===== config.mk =====
export PLATFORM = sky130hd
export DESIGN_NAME = wmoth_ctrl
export DESIGN_NICKNAME = d
export VERILOG_FILES = /design/src/wmoth_pkg.sv /design/src/wmoth_ctrl.sv
export SDC_FILE = /design/constraint.sdc
export NUM_CORES = 1
export LEC_CHECK = 0
export BUFFER_PORTS_ARGS = -buffer_cell sky130_fd_sc_hd__buf_2
export CAP_MARGIN = 15
export CORE_UTILIZATION = 36
export DETAILED_ROUTE_END_ITERATION = 8
export PLACE_DENSITY_LB_ADDON = 0.05
export REMOVE_ABC_BUFFERS = 1
export SLEW_MARGIN = 20
export SYNTH_ARGS = -nofsm -noshare
export SYNTH_HDL_FRONTEND = slang
export SYNTH_SLANG_ARGS = --single-unit

===== constraint.sdc =====
create_clock -name clk -period 22.5 [get_ports clk]
set_input_delay 4.5 -clock clk [delete_from_list [all_inputs] [get_ports clk]]
set_output_delay 4.5 -clock clk [all_outputs]
set_load 0.05 [all_outputs]

===== src/wmoth_pkg.sv =====
package wmoth_pkg;

  // item and result widths
  localparam int DATA_W    = 64;
  localparam int HASH_W    = 32;
  localparam int CNT_W     = 4;

  // serial datapath: one byte-wide digit per cycle
  localparam int DIGIT_W   = 8;
  localparam int NUM_DIG   = DATA_W / DIGIT_W;
  localparam int HALF_DIG  = HASH_W / DIGIT_W;
  localparam int DIG_IDX_W = $clog2(NUM_DIG);

  localparam logic [CNT_W-1:0]  MAX_TAIL   = 4'd8;
  localparam logic [DATA_W-1:0] SEED_VALUE = 64'd123456789;

  // one pass of the serial unit over the accumulator
  typedef enum logic [3:0] {
    OP_ADD_EXT,
    OP_ADD_SHL32,
    OP_ADD_SHR32,
    OP_ADD_SHL10,
    OP_XOR_SHR6,
    OP_XOR_SHL48,
    OP_ADD_SHL3,
    OP_XOR_SHR11,
    OP_ADD_SHL15
  } alu_op_t;

  typedef struct packed {
    alu_op_t op;
    logic    half;      // 32-bit pass: upper digits cleared, right shifts stop at bit 31
    logic    seed_xor;  // fold the seed constant into the result
  } alu_cmd_t;

  typedef struct packed {
    logic               start;
    logic               load_seed;
    alu_cmd_t           cmd;
    logic [DIGIT_W-1:0] ext_dig;
  } alu_ctl_t;

  typedef struct packed {
    logic                 busy;
    logic                 done;
    logic [DIG_IDX_W-1:0] dig_idx;
    logic [HASH_W-1:0]    acc_low;
  } alu_stat_t;

endpackage


===== src/wmoth_ctrl.sv =====
module wmoth_ctrl (
  input  logic                                clk,
  input  logic                                rst,
  input  logic                                in_valid,
  output logic                                in_ready,
  input  logic [wmoth_pkg::DATA_W-1:0]        in_word,
  input  logic [wmoth_pkg::CNT_W-1:0]         in_count,
  input  logic                                in_last,
  output wmoth_pkg::alu_ctl_t                  alu_ctl,
  input  wmoth_pkg::alu_stat_t                 alu_stat,
  input  logic                                out_free,
  output logic                                emit
);

  localparam int OPI_W = 3;
  localparam logic [OPI_W-1:0] PREMIX_LAST = 3'd5;
  localparam logic [OPI_W-1:0] ROUND_LAST  = 3'd2;

  typedef enum logic [2:0] {
    ST_IDLE,
    ST_PREMIX,
    ST_TAIL,
    ST_FINAL,
    ST_EMIT
  } state_t;

  state_t                         state;
  logic [OPI_W-1:0]               opi;
  logic [wmoth_pkg::DATA_W-1:0]   word;
  logic [wmoth_pkg::CNT_W-1:0]    tail_cnt;
  logic [wmoth_pkg::CNT_W-1:0]    tail_step;
  logic [wmoth_pkg::CNT_W-1:0]    cnt_sat;
  logic                           accept;
  logic                           op_phase;
  wmoth_pkg::alu_cmd_t            cmd_sel;

  // command lists for the word mix, each tail byte and the finish
  function automatic wmoth_pkg::alu_cmd_t mk_cmd(input wmoth_pkg::alu_op_t op,
                                                 input logic half, input logic sx);
    wmoth_pkg::alu_cmd_t c;
    c.op       = op;
    c.half     = half;
    c.seed_xor = sx;
    return c;
  endfunction

  always_comb begin
    cmd_sel = mk_cmd(wmoth_pkg::OP_ADD_EXT, 1'b0, 1'b0);
    unique case (state)
      ST_PREMIX: begin
        unique case (opi)
          3'd0:    cmd_sel = mk_cmd(wmoth_pkg::OP_ADD_EXT,   1'b0, 1'b0);
          3'd1:    cmd_sel = mk_cmd(wmoth_pkg::OP_ADD_SHL32, 1'b0, 1'b0);
          3'd2:    cmd_sel = mk_cmd(wmoth_pkg::OP_ADD_SHR32, 1'b0, 1'b0);
          3'd3:    cmd_sel = mk_cmd(wmoth_pkg::OP_ADD_SHL10, 1'b0, 1'b0);
          3'd4:    cmd_sel = mk_cmd(wmoth_pkg::OP_XOR_SHR6,  1'b0, 1'b0);
          default: cmd_sel = mk_cmd(wmoth_pkg::OP_XOR_SHL48, 1'b0, 1'b1);
        endcase
      end
      ST_TAIL: begin
        unique case (opi)
          3'd0:    cmd_sel = mk_cmd(wmoth_pkg::OP_ADD_EXT,   1'b1, 1'b0);
          3'd1:    cmd_sel = mk_cmd(wmoth_pkg::OP_ADD_SHL10, 1'b1, 1'b0);
          default: cmd_sel = mk_cmd(wmoth_pkg::OP_XOR_SHR6,  1'b1, 1'b0);
        endcase
      end
      ST_FINAL: begin
        unique case (opi)
          3'd0:    cmd_sel = mk_cmd(wmoth_pkg::OP_ADD_SHL3,  1'b1, 1'b0);
          3'd1:    cmd_sel = mk_cmd(wmoth_pkg::OP_XOR_SHR11, 1'b1, 1'b0);
          default: cmd_sel = mk_cmd(wmoth_pkg::OP_ADD_SHL15, 1'b1, 1'b0);
        endcase
      end
      default: cmd_sel = mk_cmd(wmoth_pkg::OP_ADD_EXT, 1'b0, 1'b0);
    endcase
  end

  // handshake and unit control
  always_comb begin
    in_ready  = (state == ST_IDLE);
    accept    = in_valid && in_ready;
    cnt_sat   = (in_count > wmoth_pkg::MAX_TAIL) ? wmoth_pkg::MAX_TAIL : in_count;
    op_phase  = (state == ST_PREMIX) || (state == ST_TAIL) || (state == ST_FINAL);
    emit      = (state == ST_EMIT) && out_free;

    alu_ctl.start     = op_phase && !alu_stat.busy;
    alu_ctl.load_seed = emit;
    alu_ctl.cmd       = cmd_sel;
    // tail byte is sign-extended: its top bit fills the higher digits
    if (state == ST_TAIL) begin
      alu_ctl.ext_dig = (alu_stat.dig_idx == '0) ? word[wmoth_pkg::DIGIT_W-1:0]
                                                 : {wmoth_pkg::DIGIT_W{word[wmoth_pkg::DIGIT_W-1]}};
    end else begin
      alu_ctl.ext_dig = word[wmoth_pkg::DIGIT_W-1:0];
    end
  end

  // sequencer
  always_ff @(posedge clk) begin
    if (rst) begin
      state     <= ST_IDLE;
      opi       <= '0;
      tail_step <= '0;
    end else begin
      unique case (state)
        ST_IDLE: begin
          if (accept) begin
            word      <= in_word;
            tail_cnt  <= cnt_sat;
            tail_step <= '0;
            opi       <= '0;
            if (!in_last) begin
              state <= ST_PREMIX;
            end else if (cnt_sat == '0) begin
              state <= ST_FINAL;
            end else begin
              state <= ST_TAIL;
            end
          end
        end
        ST_PREMIX: begin
          // the word streams out one digit per cycle during the add pass
          if (alu_stat.busy && opi == '0) begin
            word <= word >> wmoth_pkg::DIGIT_W;
          end
          if (alu_stat.done) begin
            if (opi == PREMIX_LAST) begin
              opi   <= '0;
              state <= ST_IDLE;
            end else begin
              opi <= opi + 1'b1;
            end
          end
        end
        ST_TAIL: begin
          if (alu_stat.done) begin
            if (opi == ROUND_LAST) begin
              opi       <= '0;
              word      <= word >> wmoth_pkg::DIGIT_W;
              tail_step <= tail_step + 1'b1;
              if (tail_step == tail_cnt - 1'b1) begin
                state <= ST_FINAL;
              end
            end else begin
              opi <= opi + 1'b1;
            end
          end
        end
        ST_FINAL: begin
          if (alu_stat.done) begin
            if (opi == ROUND_LAST) begin
              opi   <= '0;
              state <= ST_EMIT;
            end else begin
              opi <= opi + 1'b1;
            end
          end
        end
        ST_EMIT: begin
          if (out_free) begin
            tail_step <= '0;
            state     <= ST_IDLE;
          end
        end
        default: state <= ST_IDLE;
      endcase
    end
  end

  // an accepted item closes the input in the cycle after the transfer
  a_accept_closes: assert property (@(posedge clk) disable iff (rst)
    accept |=> !in_ready)
    else $error("input reopened right after transfer");

  // the serial unit only finishes passes while an operation phase is active
  a_done_in_phase: assert property (@(posedge clk) disable iff (rst)
    alu_stat.done |-> (state == ST_PREMIX || state == ST_TAIL || state == ST_FINAL))
    else $error("pass finished outside an operation phase");

endmodule


* After elaboration in Yosys (flattened, before gate mapping)
Index checks and enable logic that the tools add are counted.
** Operators by class
- Add/sub/neg operators :: 3
- $lt $le $gt $ge :: 1
- Eq/ne operators :: 21
- Multiplexer cells :: 35
- Bitwise gates (word level) :: 1
- Reductions and logical operators :: 20
** Operators with widths (number)
- two-way mux 64 bit :: 4
- one-hot mux 64 bit (3 select lines) :: 1
- two-way mux 3 bit :: 14
- one-hot mux 5 bit (5 select lines) :: 1
- two-way mux 4 bit :: 5
- one-hot mux 6 bit (3 select lines) :: 1
- one-hot mux 3 bit (5 select lines) :: 1
- two-way mux 7 bit :: 2
- != test 2 x 1 -> 1 bit (second input constant) :: 7
- == test 3 x 2 -> 1 bit (second input constant) :: 4
- one-hot mux 4 bit (3 select lines) :: 1
- one-hot mux 6 bit (2 select lines) :: 1
- one-hot mux 5 bit (2 select lines) :: 1
- == test 3 bit (second input constant) :: 3
- logical NOT 3 bit :: 3
- one-hot mux 3 bit (3 select lines) :: 1
- AND reduction 9 bit :: 1
- nonzero test 3 bit :: 3
- != test 2 bit (second input constant) :: 4
- == test 3 x 1 -> 1 bit (second input constant) :: 2
- AND reduction 6 bit :: 1
- AND reduction 5 bit :: 1
- adder 4 x 1 -> 4 bit (second input constant) :: 1
- == test 4 bit :: 1
- 13 further kinds :: 17
** Storage, ports and cells
- Register bits after elaboration :: 78
- Bits of input ports :: 110
- Output and inout port bits :: 18
- Word-level logic and storage cells :: 86

* Logic depth before layout (Yosys ltp)
Gate-level depths: netlist of run 1.
- Depth in word-level cells :: 7
- Mapped depth :: 7
- Mapped depth without buffers :: 7

* Least setup slack after synthesis of run 1
No wires, ideal clock.
- Kind :: input to register
- Start point :: input alu_stat[35] (netlist bit)
- End point :: register word[0] (netlist bit), enable pin
- Library setup time :: 829 ps
- Arrival time :: 14801 ps
- Required time :: 21671 ps
- Setup slack :: 6870 ps
- Cell stages on the path :: 3
- Path buffers :: 0
- Path through :: and4bb_2 mux2i_1 a2111oi_0
** On the way
- Longest elaborated chain between the ends :: 2
** Ends and longest elaborated chain
- start, declared :: RTL line wmoth_ctrl.sv:10 : input wmoth_pkg::alu_stat_t alu_stat,
- != test 2 bit (no line)
- AND reduction 6 bit (no line)
- end signal, assigned :: RTL line wmoth_ctrl.sv:108 : word <= in_word;
- end signal, assigned :: RTL line wmoth_ctrl.sv:124 : word <= word >> wmoth_pkg::DIGIT_W;
- end signal, assigned :: RTL line wmoth_ctrl.sv:139 : word <= word >> wmoth_pkg::DIGIT_W;
- end, declared :: RTL line wmoth_ctrl.sv:29 : logic [wmoth_pkg::DATA_W-1:0] word;
Every way passes these cells.
A chain may end at the register's enable or synchronous reset.

==> results.json, run 1 <==
{
  "wl_um": 7120,
  "finalHoldViolCount": 0,
  "synth_cell_type_count": 50,
  "crit_chain": "buf_2 -> nor3_1 -> nor2_1 -> nand2_1 -> nand2_1 -> buf_2",
  "timing.hold.ws_ns": 0.537,
  "worst_setup_path_end_kind": "primary output",
  "n_antenna_cell": 0,
  "critPathArrivalTime_ns": 5.70,
  "drv_cap": 0,
  "worst_setup_path_start_kind": "input pin",
  "reg2reg_depth": 4,
  "utilization_pct": 44.5,
  "synth_seq_area_share_pct": 58.4,
  "drc": 0,
  "synthMuxAreaShare_pct": 17.0,
  "hold_path_depth": 1,
  "track_usage_pct": 13.5,
  "cts_tree": "done",
  "synth.most_common_cell": "edfxtp_1",
  "postCtsSetupRepairBufs": 0,
  "synth_fa_ha_area_share_pct": 0.978,
  "vias": 2401,
  "synthSimpleGateAreaFrac_pct": 11.7,
  "worstMarginPinSlew_ns": 0.897,
  "timing.fmax_mhz": 98.0,
  "clk_path_buf_depth": 2,
  "synthTopCellsByCount": "68 x edfxtp_1, 56 x mux2_1, 13 x nand2_1, 13 x nor2_1, 13 x nor2b_1",
  "power.total_uw": 546,
  "htree_levels": 3,
  "async_reset_ff_share_pct": 0,
  "first_pass_iters": 4,
  "clk_pin_slew_ns": 0.08,
  "rr_startpoint": "state[1]",
  "cts_sinks": 78,
  "syn_area_um2": 3840,
  "wl_per_cell_um": 14.0,
  "synth_cells": 279,
  "rsz0062_at_grt": "no",
  "synth_area_leader_cell": "edfxtp_1",
  "clock_latency_ns": 0.34,
  "power.density_nw_per_um2": 119,
  "die_area_um2": 11100,
  "coreArea_um2": 10300,
  "grt_pass1_vias": 2349,
  "gp_congestion": 0.799,
  "p_leak_nw": 1.76,
  "max_stage_delay_ns": 0.53,
  "setup_viol": 0,
  "antenna_left": 0,
  "place_inst": 494,
  "ctsHoldBuffers": 0,
  "fillerInstances": 998,
  "crit_path_start": "alu_stat[33]",
  "slew_headroom_pct": 40.1,
  "cp.required_ns": 18.00,
  "ir_worst_vdd_v": 0.0000621,
  "reg2reg_slack_ns": 19.87,
  "die_h_um": 105,
  "r2r-end": "word[5]",
  "rows": 37,
  "synth_compound_area_share_pct": 6.13,
  "vias_per_cell": 4.71,
  "crit_fanout": 8,
  "grt_max_degree": 65,
  "drv_slew": 0,
  "avgSynthCellArea_um2": 13.7,
  "grt_first_pass_wirelength_um": 11600,
  "nets": 482,
  "synth_xor_area_share_pct": 2.28,
  "io_pins": 128,
  "die_w_um": 105,
  "synth_top_area_share_pct": 53.2,
  "tns_ns": 0,
  "antenna_found_initial": 0,
  "drive_gt1_share_pct": 34.5,
  "status": "complete, no violations",
  "synth_warnings": 0,
  "period_needed_ns": 10.20,
  "worst_clock_skew_ns": 0.0120,
  "hold_path_end": "word[8]",
  "synth_area_leaders": "edfxtp_1 53%, mux2_1 16%, dfxtp_1 5.2%",
  "hp-start": "word[16]",
  "start_util_pct": 37.2,
  "synth_top_family_by_area": "multiplexers",
  "yosys_most_used_dff": "edfxtp_1",
  "overflow": 0,
  "detail_route.iter0.violations": 122,
  "post_cts_resized": 0,
  "yosys_register_bits": 78,
  "stdcell_count": 510,
  "cts_made_buffers": 9,
  "portBuffers": 95,
  "area_growth_pct": 19.7,
  "hold_class": "flop to flop",
  "fin_crit_sh_pct": 45.3,
  "cts-root-buf": "clkbuf_8",
  "slowest_stage": "nor3_1",
  "path_class": "input pin to primary output",
  "hpwlAfterDp_um": 4680,
  "synth-edff-count": 68
}
==> logic make-up (layout without fill, tap and decap cells) <==
logic type	after synthesis	count (layout)
AO/OA/AOI/OAI	32	32
buffers and inverters	24	119
XOR/XNOR	10	10
multiplexers	58	58
AND/OR/NAND/NOR	74	74
adder cells (fa/ha/maj)	3	3
flip-flops	78	78
==> registers in the layout (all words and copies together), names as in the netlist <==
register   cells
opi            3
state          3
tail_cnt       4
tail_step      4
word          64
==> critical path: cells and delay by family <==
family                 cells  cell delay, ns
AND/OR/NAND/NOR            4            0.89
buffers and inverters      2            0.32
==> layout make-up <==
class | instances | area (um^2) | share of cell area [%]
flip-flops and latches | 78 | 2240 | 48.8
multi-input cells | 177 | 1470 | 31.9
repair buffers | 97 | 490 | 10.7
well taps | 136 | 170 | 3.71
clock buffers | 9 | 124 | 2.70
clock inverters | 7 | 77.6 | 1.69
inverters | 6 | 22.5 | 0.490
==> where the power goes <==
| group | switching (mW) | leakage (nW) | internal, mW |
|---|---|---|---|
| registers | 0.0182 | 0.718 | 0.215 |
| logic | 0.127 | 0.942 | 0.0779 |
| clock network | 0.0551 | 0.101 | 0.0527 |
==> layout by cell type, fill, tap and decap left out, types with 7 or more instances in the layout <==
cell type,n
mux2_1,56
clkbuf_8,9
o21ai_0,7
xnor2_1,7
dfxtp_1,10
nor3_1,8
nor2b_1,13
buf_2,95
edfxtp_1,68
nand2_1,13
nor2_1,13
==> worst max-delay path by stage <==
| stage | depth (start not counted) | endpoint | slack, ns |
|---|---|---|---|
| after global placement | 6 | alu_ctl[2] | 12.32 |
| after floorplan | 3 | word[0] | 6.84 |
| final | 6 | alu_ctl[3] | 12.30 |
| after detailed placement | 6 | alu_ctl[3] | 12.30 |
| after global routing | 6 | alu_ctl[3] | 12.14 |
| after CTS | 6 | alu_ctl[3] | 12.31 |
==> stage by stage <==
step / setup slack [ns] / cell area [um^2]
2_1_floorplan: 6.84 / 3720
3_3_place_gp: 12.32 / 4390
3_5_place_dp: 12.30 / 4390
4_1_cts: 12.31 / 4590
5_1_grt: 12.14 / 4590
6_report: 12.30 / 4590
==> routing by layer <==
layer | vias up | routed length (um) | track usage (%)
met5 | - | 0 | 0
met4 | 0 | 51 | 5.43
met3 | 4 | 401 | 3.77
met2 | 57 | 3250 | 21.0
met1 | 1122 | 3420 | 17.7
li1 | 1218 | - | -
Power figures use the tool's default switching activity.
==> run 2: changes to the inputs <==
Clock period 22.5 ns to 10.33 ns, I/O delays scaled along.
==> results.json, run 2 (synthesis gave the netlist of run 1 again) <==
{
  "fillerInstances": 1007,
  "first_pass_iters": 4,
  "slew_headroom_pct": 40.6,
  "crit_fanout": 8,
  "top_register": "word",
  "io_pins": 128,
  "clk_path_buf_depth": 2,
  "rsz0062_at_grt": "no",
  "worst_setup_path_end_kind": "primary output",
  "die_w_um": 105,
  "setup_viol": 0,
  "track_usage_pct": 13.4,
  "gp_congestion": 0.799,
  "cp.required_ns": 8.26,
  "multi_input_area_um2": 1470,
  "rows": 37,
  "layout_common_cells": "95 x buf_2, 68 x edfxtp_1, 56 x mux2_1",
  "clock_latency_ns": 0.35,
  "worst_setup_path_start_kind": "input pin",
  "overflow": 0,
  "wl_um": 7100,
  "seq_area_um2": 2240,
  "drv_slew": 0,
  "start_util_pct": 37.2,
  "worstMarginPinSlew_ns": 0.889,
  "worst_clock_skew_ns": 0.0147,
  "cts_sinks": 78,
  "finalHoldViolCount": 0,
  "portBuffers": 95,
  "cts_tree": "done",
  "post_cts_resized": 0,
  "clk_pin_slew_ns": 0.08,
  "detail_route.iter0.violations": 94,
  "path_class": "input pin to primary output",
  "cpLargestDelayFamily": "simple AND/OR/NAND/NOR gates",
  "timing.fmax_mhz": 188,
  "place_inst": 494,
  "area_growth_pct": 19.7,
  "vias": 2402,
  "hold_class": "flop to flop",
  "drv_cap": 0,
  "vias_per_cell": 4.71,
  "largest_register_ffs": 64,
  "power.density_nw_per_um2": 259,
  "grt_first_pass_wirelength_um": 11600,
  "postCtsSetupRepairBufs": 0,
  "antenna_left": 0,
  "antenna_found_initial": 0,
  "critPathArrivalTime_ns": 3.26,
  "grt_max_degree": 65,
  "n_antenna_cell": 0,
  "ir_worst_vdd_v": 0.000144,
  "hpwlAfterDp_um": 4700,
  "top_regs": "word (64), tail_cnt (4), tail_step (4)",
  "p_leak_nw": 1.76,
  "tns_ns": 0,
  "cts-root-buf": "clkbuf_8",
  "cts_made_buffers": 9,
  "wl_per_cell_um": 13.9,
  "nets": 482,
  "grt_pass1_vias": 2374,
  "crit_chain": "buf_2 -> nor3_1 -> nor2_1 -> nand2_1 -> nand2_1 -> buf_2",
  "power.total_mw": 1.19,
  "stdcell_count": 510,
  "drive_gt1_share_pct": 34.5,
  "fin_crit_sh_pct": 51.6,
  "drc": 0,
  "die_h_um": 105,
  "die_area_um2": 11100,
  "status": "complete, no violations",
  "ctsHoldBuffers": 0,
  "htree_levels": 3,
  "period_needed_ns": 5.33,
  "coreArea_um2": 10300,
  "slowest_stage": "nor3_1",
  "max_stage_delay_ns": 0.52,
  "final_common_cell": "buf_2",
  "path_buf_inv": 2
}
-- run 2: worst paths after layout --
| kind | depth (start not counted) | slack (ns) | endpoint | start |
|---|---|---|---|---|
| setup / recovery | 6 | 5.00 | alu_ctl[3] | alu_stat[33] |
| hold / removal | 1 | 0.54 | word[8] | word[16] |
| setup reg to reg | 3 | 7.73 | word[44] | state[1] |
| hold reg to reg | 1 | 0.54 | word[8] | word[16] |
-- run 2: cell type report --
type | instances | share of cell area, %
flip-flops and latches | 78 | 48.8
well taps | 136 | 3.71
repair buffers | 97 | 10.7
clock inverters | 7 | 1.69
multi-input cells | 177 | 31.9
inverters | 6 | 0.490
clock buffers | 9 | 2.70
-- run 2: where the power goes --
group | internal (mW) | total [mW] | switching [mW]
clock | 0.115 | 0.234 | 0.120
sequential | 0.469 | 0.507 | 0.0385
combinational | 0.170 | 0.445 | 0.276
total | 0.753 | 1.19 | 0.434
-- run 2: per-layer routing --
layer / track usage, % / up-vias / part of all wire, % / routed length [um]
li1: - / 1221 / - / -
met1: 17.8 / 1109 / 49 / 3460
met2: 21.1 / 63 / 45 / 3180
met3: 3.28 / 9 / 5.2 / 371
met4: 5.43 / 0 / 1.2 / 87
met5: 0 / - / 0 / 0
-- run 2: through the flow --
step	instance area (um^2)	worst slack (ns)	util [%]	hold WS, ns
final	4590	5.00	44.5	0.536
after floorplan	3720	-2.90	-	0.489
after detailed placement	4390	5.01	42.5	0.518
after global routing	4590	4.78	44.5	0.550
after CTS	4590	5.01	44.5	0.539
after global placement	4390	5.01	42.5	0.510
==> run 3: changes to the inputs <==
Clock period 10.33 ns to 5.55 ns, I/O delays scaled along.
==> results.json, run 3 (synthesis gave the netlist of run 1 again) <==
{
  "status": "complete, no violations",
  "postCtsSetupRepairBufs": 0,
  "critPathArrivalTime_ns": 2.38,
  "antenna_left": 0,
  "portBuffers": 95,
  "worst_setup_path_end_kind": "primary output",
  "topRoutingLayerUsed": "met4",
  "ir_worst_vdd_v": 0.000213,
  "drive_gt1_share_pct": 34.2,
  "die_w_um": 105,
  "power.total_mw": 2.20,
  "wl_met2_um": 3180,
  "grt_max_degree": 65,
  "start_util_pct": 37.2,
  "design_area_um2": 4590,
  "layout_common_cells": "95 x buf_2, 68 x edfxtp_1, 56 x mux2_1",
  "vias": 2405,
  "cts_tree": "done",
  "wl_um": 7000,
  "area_growth_pct": 19.6,
  "drc": 0,
  "period_needed_ns": 3.49,
  "hold_class": "flop to flop",
  "dpl_cell_area_um2": 4390,
  "timing.fmax_mhz": 286,
  "clk_pin_slew_ns": 0.08,
  "nets": 482,
  "cts_sinks": 78,
  "fin_crit_sh_pct": 63.0,
  "wl_per_cell_um": 13.7,
  "crit_fanout": 24,
  "track_usage_pct": 13.2,
  "coreArea_um2": 10300,
  "wl_met3_um": 403,
  "drv_cap": 0,
  "grt_first_pass_wirelength_um": 11400,
  "n_antenna_cell": 0,
  "top_register": "word",
  "antenna_found_initial": 0,
  "clk_path_buf_depth": 2,
  "cts-root-buf": "clkbuf_8",
  "finalHoldViolCount": 0,
  "final_common_cell": "buf_2",
  "htree_levels": 3,
  "first_pass_iters": 4,
  "die_h_um": 105,
  "detail_route.iter0.violations": 111,
  "place_inst": 494,
  "slew_headroom_pct": 39.6,
  "crit_path_start": "state[1]",
  "worst_clock_skew_ns": 0.00878,
  "hpwlAfterDp_um": 4650,
  "post_cts_resized": 0,
  "top_regs": "word (64), tail_cnt (4), tail_step (4)",
  "path_class": "flop to primary output",
  "io_pins": 128,
  "overflow": 0,
  "cts_made_buffers": 9,
  "hp-start": "word[40]",
  "rr_startpoint": "state[1]",
  "power.density_nw_per_um2": 479,
  "vias_per_cell": 4.72,
  "cp.required_ns": 4.44,
  "rows": 37,
  "die_area_um2": 11100,
  "setup_viol": 0,
  "worstMarginPinSlew_ns": 0.905,
  "drv_slew": 0,
  "gp_congestion": 0.804,
  "clock_latency_ns": 0.34,
  "largest_register_ffs": 64,
  "ctsHoldBuffers": 0,
  "grt_pass1_vias": 2370,
  "m1WireLength_um": 3350,
  "worst_setup_path_start_kind": "flop",
  "rsz0062_at_grt": "no",
  "stdcell_count": 510,
  "p_leak_nw": 1.76,
  "fillerInstances": 1016
}
-- run 3: cell types whose count changed in the layout (fill, tap and decap cells not counted), sizes merged --
cell	previous run	this run
clkinv	1	3
clkbuf	9	10
inv	10	7
-- run 3: routing by layer --
layer | global-route usage (%) | up-vias
li1 | - | 1212
met1 | 17.3 | 1123
met2 | 20.3 | 64
met3 | 4.14 | 6
met4 | 5.43 | 0
met5 | 0 | -
-- run 3: worst paths after layout --
kind / endpoint / slack (ns) / cells past startpoint
hold reg to reg: word[32] / 0.53 / 1
setup / recovery: alu_ctl[3] / 2.06 / 5
setup reg to reg: word[5] / 2.53 / 4
hold / removal: word[32] / 0.53 / 1
-- run 3: layout make-up --
| cell class | instances | area, um^2 | area share, % |
|---|---|---|---|
| flip-flops and latches | 78 | 2240 | 48.9 |
| multi-input cells | 177 | 1470 | 31.9 |
| repair buffers | 97 | 490 | 10.7 |
| well taps | 136 | 170 | 3.71 |
| clock buffers | 10 | 128 | 2.78 |
| clock inverters | 6 | 71.3 | 1.55 |
| inverters | 6 | 22.5 | 0.491 |
-- run 3: per-stage QoR --
step                TNS, ns  setup slack, ns  utilization [%]  hold slack (ns)
floorplan           -430.33            -6.72                -            0.489
global placement          0             2.14             42.5            0.510
detailed placement        0             2.12             42.5            0.517
CTS                       0             2.04             44.5            0.535
global route              0             1.79             44.5            0.547
finish                    0             2.06             44.5            0.533
-- run 3: report_power, final --
part	switching (mW)	internal [mW]
sequential	0.0723	0.873
combinational	0.513	0.314
clock	0.213	0.212
-- run 3: worst max-delay path, cell delays in order, from the launching register on --
cell	delay, ns
dfxtp_1	0.92
nand2_1	0.42
nor2_1	0.19
nand2_1	0.15
nand2_1	0.11
buf_2	0.26
